$ cat src/sv/sliding_window_latency_percentiles_assert.svh
// Assertion macros shared by the latency percentile tracker RTL.
`ifndef SLIDING_WINDOW_LATENCY_PERCENTILES_ASSERT_SVH
`define SLIDING_WINDOW_LATENCY_PERCENTILES_ASSERT_SVH

`ifndef SYNTHESIS

// Condition that holds at every clock edge outside reset.
`define SWLP_ASSERT(label, expr) \
  label: assert property (@(posedge clk) disable iff (rst) (expr)) \
    else $error("swlp assertion failed");

// Condition that must hold in the cycle after a trigger.
`define SWLP_ASSERT_NEXT(label, ante, cons) \
  label: assert property (@(posedge clk) disable iff (rst) (ante) |=> (cons)) \
    else $error("swlp assertion failed");

`else

`define SWLP_ASSERT(label, expr)
`define SWLP_ASSERT_NEXT(label, ante, cons)

`endif

`endif

$ cat src/sv/swlp_pkg.sv
// Types and constants for the sliding window latency percentile tracker.
`default_nettype none

package swlp_pkg;

  localparam int SAMPLE_W = 31;
  localparam int SUM_W    = 63;
  localparam int FILL_W   = 7;

  // floor(m / 100) as (m * RECIP_100) >> RECIP_SHIFT, exact for m < 2^17
  localparam int PROD_M_W    = 17;
  localparam int PROD_W      = 35;
  localparam int P95_NUM     = 95;
  localparam int RECIP_100   = 167773;
  localparam int RECIP_SHIFT = 24;

  localparam logic CMD_RECORD = 1'b0;
  localparam logic CMD_CLEAR  = 1'b1;

  typedef struct packed {
    logic               command;
    logic signed [31:0] latency_sample;
  } swlp_in_t;

  typedef struct packed {
    logic [SAMPLE_W-1:0] median_latency;
    logic [SAMPLE_W-1:0] p95_latency;
    logic [SAMPLE_W-1:0] max_latency;
    logic [SUM_W-1:0]    total_latency;
    logic [FILL_W-1:0]   window_fill;
  } swlp_out_t;

  typedef enum logic [1:0] {
    CELL_HOLD,
    CELL_DEL,
    CELL_INS
  } cell_op_t;

  typedef struct packed {
    cell_op_t            op;
    logic [SAMPLE_W-1:0] key;
  } cell_ctrl_t;

  typedef enum logic [2:0] {
    S_IDLE,
    S_DEL,
    S_INS,
    S_RANK,
    S_DONE
  } swlp_state_t;

endpackage

`default_nettype wire

$ cat src/sv/swlp_cell.sv
// One cell of the sorted sample chain: holds one window value in ascending order.
`default_nettype none

module swlp_cell #(
  parameter int DEPTH = 64,
  parameter int INDEX = 0,
  localparam int CW = $clog2(DEPTH + 1),
  localparam int IW = (DEPTH > 1) ? $clog2(DEPTH) : 1
) (
  input  wire logic                          clk,
  input  wire swlp_pkg::cell_ctrl_t          ctrl,
  input  wire logic [CW-1:0]                 count,
  input  wire logic [IW-1:0]                 rank_med,
  input  wire logic [IW-1:0]                 rank_p95,
  input  wire logic [swlp_pkg::SAMPLE_W-1:0] left_value,
  input  wire logic                          left_greater,
  input  wire logic [swlp_pkg::SAMPLE_W-1:0] right_value,
  output logic      [swlp_pkg::SAMPLE_W-1:0] value,
  output logic                               greater,
  output logic      [swlp_pkg::SAMPLE_W-1:0] med_part,
  output logic      [swlp_pkg::SAMPLE_W-1:0] p95_part
);
  import swlp_pkg::*;

  logic [SAMPLE_W-1:0] value_next;
  logic                at_or_above;

  // empty cells count as larger than any key
  assign greater     = (CW'(INDEX) >= count) || (value > ctrl.key);
  assign at_or_above = (value >= ctrl.key);

  // delete: cells from the dropped value upward take their right neighbor
  // insert: cells above the key take their left neighbor, the first one the key
  always_comb begin
    value_next = value;
    unique case (ctrl.op)
      CELL_HOLD: value_next = value;
      CELL_DEL: begin
        if (at_or_above) value_next = right_value;
      end
      CELL_INS: begin
        if (greater) value_next = left_greater ? left_value : ctrl.key;
      end
      default: value_next = value;
    endcase
  end

  always_ff @(posedge clk) begin
    value <= value_next;
  end

  // rank taps, OR-combined across the chain
  assign med_part = (rank_med == IW'(INDEX)) ? value : '0;
  assign p95_part = (rank_p95 == IW'(INDEX)) ? value : '0;

endmodule

`default_nettype wire
$ cat config.mk
export PLATFORM = sky130hd
export DESIGN_NAME = swlp_cell
export DESIGN_NICKNAME = d
export VERILOG_FILES = /design/src/sv/sliding_window_latency_percentiles_assert.svh /design/src/sv/swlp_pkg.sv /design/src/sv/swlp_cell.sv
export SDC_FILE = /design/constraint.sdc
export NUM_CORES = 1
export LEC_CHECK = 0
export CAP_MARGIN = 10
export CORE_AREA = 2 2 82 84
export CTS_BUF_LIST = sky130_fd_sc_hd__clkbuf_8
export DETAILED_ROUTE_END_ITERATION = 8
export DIE_AREA = 0 0 84 86
export DONT_BUFFER_PORTS = 1
export PLACE_DENSITY = 0.56
export SLEW_MARGIN = 20
export SYNTH_ARGS = -nofsm -noshare
export SYNTH_HDL_FRONTEND = slang
export SYNTH_SLANG_ARGS = --single-unit
$ cat constraint.sdc
create_clock -name clk -period 7.7 [get_ports clk]
set_input_delay 1.925 -clock clk [delete_from_list [all_inputs] [get_ports clk]]
set_output_delay 1.925 -clock clk [all_outputs]
set_load 0.02 [all_outputs]
==> run metrics, run 1 <==
placed inst area=between 0.002 and 0.003 mm^2; kind of critical path=in2out; Antenna diodes=0; Worst EP arrival=~3900 ps; CP Buf/Inv Count=1; Layout Utilization=between 40% and 50%; Distinct cells, synth=32; worst IR drop on VDD=just over 0.09 mV; CTS root buffer=clkbuf_8; DRC Markers=0; final setup violating endpoints=0; final total power=between 0.0004 and 0.0005 W; LEAKAGE=between 1 and 1.5 nW; Syn. warnings=0; share of cells above drive strength 1=4.66%; initial antenna violation count=0; PostCTS Resize Cnt=0; Worst-Margin Slew=1010 ps; Die Wd=84 um; critical path fanouts, max=3; Hold Fails Final Rpt=0; total track usage=18.7%; largest reg by FF count=value; first-pass GRT wire length=10.6 mm; row cnt=29; most frequent cells in the layout=and2_1 (60), nand2_1 (38), o21ai_0 (34); hpwl dp=between 5 and 6 mm; aggregate routed wire length=7.01 mm; clock buffers created by TritonCTS=5; CTS Hold Bufs=0; syn_nets=475; gpl congestion=a little over 0.7; I/O Pins=210; GRT Residual Overflow=0; RSZ-0062 raised after global routing=no; Max-cap violations=0; clock sink total=31; HP Class=reg2reg; WL/cell=~18 um; startpoint types=input port; final instance area=around 0.0030 mm^2; PortBufs=0; htree depth=2; synthesis-to-layout area growth=4.65%; minimum clock period=between 5000 and 6000 ps; Core Box Area=around 0.0063 mm^2; Regs by FF count=value x31; largest net degree at the start of global routing=65; vias in the first global route=roughly 2300; post-synthesis sequential area ratio=between 30% and 40%; Syn Std Cell Area=between 0.002 and 0.003 mm^2; Total Neg Setup Slack=0 ps; status=finished clean; non-filler cells, final=approximately 400; PwrDens=143 mW/mm^2; relative slew slack=~32%; commonest non-fill, non-tap cell in the layout=and2_1; chip height=between 80 and 90 um; max FFs per register=31; DRT iter0 DRCs=67; max-slew violations=0; vias=roughly 2300; initial core utilization=between 40% and 50%; clk buf depth=2; antenna viol nets, final=0; endpoint type of the worst setup path=output pin; CP max stage delay=between 500 and 600 ps; Critical Path Slowest Stage Cell=o21ai_0; Post-CTS Setup Inserts=0; Cells after DPL=391; clk_lat worst skew=about 280 ps; Clk pin slew, worst setup/hold paths=60 ps; Worst EP required=about 5800 ps; skew final=a little over 7 ps; Via density=5.80; FF+latch count, synth=31; critical path cell sequence=inv_1 -> ha_1 -> nand4_1 -> nor4_1 -> o41a_1 -> nor2_1 -> o21ai_0; Total Die Area=0.00722 mm^2; # nets final=468; CTS tree=done; Worst path top cell family by delay=compound AO/OA/AOI/OAI gates; Peak Freq=173 MHz; Pre-antenna DRT Iters=4; mean post-synth cell area=a little under 9 um^2; Synth Instances=328; post-route clock period utilization=roughly three quarters
[final cells by class]
type / instances / area, um^2
inverter: 31 / 116
multi-input combinational: 249 / 1740
sequential: 31 / 931
clock buffer: 5 / 68.8
fill: 613 / 3290
tap: 77 / 96.3
clock inverter: 3 / 12.5
timing repair buffer: 3 / 22.5
[worst min-delay path, delay by kind of cell (launching register included)]
kind / cells / cell delay [ps]
flops: 1 / 520
compound gates: 3 / 730
fa+ha+maj: 1 / 210
[metrics by stage]
| stage | setup slack [ps] | hold slack [ps] |
|---|---|---|
| 2_1_floorplan | 2330 | 2110 |
| 3_3_place_gp | 1970 | 1720 |
| 3_5_place_dp | 1930 | 1740 |
| 4_1_cts | 1920 | 1750 |
| 5_1_grt | 1760 | 1820 |
| 6_report | 1920 | 1710 |
[cells by family after synthesis]
logic type,share of synthesized area [%]
simple gates,24.8
compound gates,11.4
buf+inv,6.71
mux,10.9
fa+ha+maj,13.6
flops,32.6
[worst paths after layout]
path                                 from        end  slack [ps]  cells past startpoint
worst max register to register  value[30]  value[13]        4490                      7
worst max-delay path             ctrl[26]    greater        1920                      7
worst min register to register  value[14]   value[7]        1710                      4
worst min-delay path            value[14]   value[7]        1710                      4
[power by group]
group	total (W)	switching, W	leakage (nW)	internal, W
clock network	0.000120	0.0000594	0.0505	0.0000607
logic	0.0000786	0.0000451	1.03	0.0000335
registers	0.000227	0.0000247	0.289	0.000203
[synth_stat cells (all sizes together)]
cell / instances / area (um^2)
and2: 60 / 375
nand2: 38 / 143
o21ai: 35 / 175
edfxtp: 31 / 931
ha: 31 / 388
inv: 31 / 116
mux2i: 31 / 310
a21oi: 14 / 73.8
buf: 9 / 45.0
clkbuf: 8 / 30.0
nand4: 7 / 50.1
nor2: 6 / 22.5
nand3: 4 / 20.0
nor3: 4 / 30.0
nor4: 4 / 25.0
o211ai: 2 / 15.0
or4: 2 / 15.0
a211oi: 1 / 7.51
a21boi: 1 / 7.51
a21o: 1 / 7.51
a22oi: 1 / 7.51
and3: 1 / 6.26
nand2b: 1 / 6.26
nand3b: 1 / 7.51
nor2b: 1 / 6.26
o21a: 1 / 7.51
o22ai: 1 / 12.5
o41a: 1 / 11.3
[metal layers]
metal  global-route usage (%)  up-vias  routed length (um)
li1                         -     1123                   -
met1                     22.6     1065                2880
met2                     33.6      123                3570
met3                     4.43        4                 512
met4                     4.84        0                  38
met5                        0        -                   0
Note: power is estimated with default switching activity, not from simulation.
==> run 2: changes to the inputs <==
==> constraint.sdc (replaced) <==
create_clock -name clk -period 5.87 [get_ports clk]
set_input_delay 1.4675 -clock clk [delete_from_list [all_inputs] [get_ports clk]]
set_output_delay 1.4675 -clock clk [all_outputs]
set_load 0.02 [all_outputs]
==> run metrics, run 2 (synthesis gave the netlist of run 1 again) <==
status=finished clean; reg2reg path depth=7 (unchanged); CTS root buffer=clkbuf_8; # nets final=469 (+0.21%); most frequent cells in the layout=and2_1 (60), nand2_1 (38), o21ai_0 (34); max FFs per register=31 (unchanged); share of cells above drive strength 1=4.95% (+0.30 points); NetSw=0.000167 W (+29%); Core Box Area=0.00628 mm^2 (unchanged); startpoint types=input port; post-route setup slack=970 ps (-951 ps); PwrDens=186 mW/mm^2 (+30%); row cnt=29 (unchanged); Switching Share=29.9% (-0.41 points); CP max stage delay=580 ps (about the same); fillers=646 (+5.4%); clock sink total=31 (unchanged); PostCTS Resize Cnt=0 (unchanged); antenna viol nets, final=0 (unchanged); Worst-Margin Slew=1000 ps (-8.33 ps); Die Wd=84 um (unchanged); Worst EP required=4400 ps (-1380 ps); Register Area=931 um^2 (unchanged); worst setup path start=ctrl[26]; HP Class=in2reg; gpl congestion=0.714 (-1.5%); Max-cap violations=0 (unchanged); WL/cell=17.4 um (-1.2%); clk buf depth=2 (unchanged); vias in the first global route=2292 (+1.3%); CTS tree=done; critical path fanouts, max=3 (unchanged); share of power burned in combinational logic=18.9% (+0.5 points); Seq pwr share=53.5% (about the same); clk_lat worst skew=270 ps (about the same); Multi-input gate area=0.00173 mm^2 (-0.29%); RR Startpoint=value[30]; vias=2300 (-0.65%); chip height=86 um (unchanged); GRT Residual Overflow=0 (unchanged); total track usage=18.8% (+0.056 points); largest net degree at the start of global routing=65 (unchanged); placed inst area=0.00290 mm^2 (unchanged); worst IR drop on VDD=0.0875 mV (-6.1%); initial core utilization=45.4% (unchanged); clock power share=27.6% (-0.6 points); critical path cell sequence=inv_1 -> ha_1 -> nand4_1 -> nor4_1 -> o41a_1 -> nor2_1 -> o21ai_0; R2R Path End=value[6]; Total Die Area=0.00722 mm^2 (unchanged); max-slew violations=0 (unchanged); initial antenna violation count=0 (unchanged); FF-to-FF setup slack=2610 ps (-1880 ps); Via density=5.75 (-0.90%); DRC Markers=0 (unchanged); RSZ-0062 raised after global routing=no; Post-CTS Setup Inserts=0 (unchanged); post-route clock period utilization=between 80% and 90%; Cell Int Power=0.000391 W (+32%); final total power=0.000558 W (+31%); CP Buf/Inv Count=1 (unchanged); kind of critical path=in2out; Pre-antenna DRT Iters=4 (unchanged); Levels on crit path=7 (unchanged); Hold Fails Final Rpt=0 (unchanged); endpoint type of the worst setup path=output pin; aggregate routed wire length=6.94 mm (-0.93%); relative slew slack=32.7% (+0.56 points); I/O Pins=210 (unchanged); Clk pin slew, worst setup/hold paths=60 ps (about the same); LEAKAGE=1.38 nW (+0.57%); Worst path top cell family by delay=compound AO/OA/AOI/OAI gates; first-pass GRT wire length=10.7 mm (+0.46%); hold path depth=2 (-2); commonest non-fill, non-tap cell in the layout=and2_1; Worst EP arrival=3430 ps (-420 ps); synthesis-to-layout area growth=5.44%; hold path start=right_value[22]; CTS Hold Bufs=0 (unchanged); PortBufs=0 (unchanged); DRT iter0 DRCs=83 (+24%); clock buffers created by TritonCTS=5 (unchanged); Regs by FF count=value x31; largest reg by FF count=value; hpwl dp=5.55 mm (-0.12%); Antenna diodes=0 (unchanged); Total Neg Setup Slack=0 ps (unchanged); skew final=6.86 ps (-0.302 ps); Layout Utilization=47.9% (+0.36 points); pre-CTS setup slack=997 ps (-932 ps); Critical Path Slowest Stage Cell=o21ai_0; htree depth=2 (unchanged); minimum clock period=just under 5000 ps; final instance area=0.00301 mm^2 (+0.75%); Peak Freq=204 MHz; Hold EP=value[22]; final setup violating endpoints=0 (unchanged)
run 2: changes by cell type in the layout (fill, tap and decap cells not counted):
cell and change:
nand2b_2 +1, buf_16 +1, nand2b_4 -1
run 2: final cells by class:
cell class	instances	share of cell area (%)
Multi-Input combinational cell	249	57.6
Sequential cell	31	30.9
Inverter	31	3.87
Tap cell	77	3.20
Clock buffer	5	2.29
Timing Repair Buffer	4	1.66
Clock inverter	3	0.416
run 2: how the worst max path moves through the flow:
stage	to	slack (ps)
3_3_place_gp	greater	1060
2_1_floorplan	greater	1410
5_1_grt	greater	760
6_report	greater	970
3_5_place_dp	greater	1000
4_1_cts	greater	990
run 2: per-layer routing:
metal | vias up | track usage (%) | wire [um]
met4 | 0 | 4.40 | 30
met5 | - | 0 | 0
met1 | 1060 | 22.1 | 2890
li1 | 1122 | - | -
met3 | 2 | 4.33 | 492
met2 | 116 | 34.7 | 3530
run 2: power groups by stage:
| stage | sequential [W] | combinational [W] | clock (W) |
|---|---|---|---|
| final | 0.000298 | 0.000105 | 0.000154 |
| after global placement | 0.000303 | 0.000103 | 0 |
| after global routing | 0.000301 | 0.000124 | 0.000172 |
| after CTS | 0.000299 | 0.000106 | 0.000162 |
| after detailed placement | 0.000304 | 0.000105 | 0 |
| after floorplan | 0.000299 | 0.0000894 | 0 |
run 2: worst register-to-register path: stages (launching register included):
cell and delay, ps:
edfxtp_1 560, ha_1 400, nand4_2 150, nor4_1 540
o41a_1 290, o22ai_2 80, o211ai_1 470, buf_4 440
run 2: through the flow:
stage / hold slack, ps / instances
2_1_floorplan: 1650 / 328
3_3_place_gp: 1660 / 391
3_5_place_dp: 1660 / 391
4_1_cts: 1370 / 399
5_1_grt: 1370 / 400
6_report: 1380 / 400
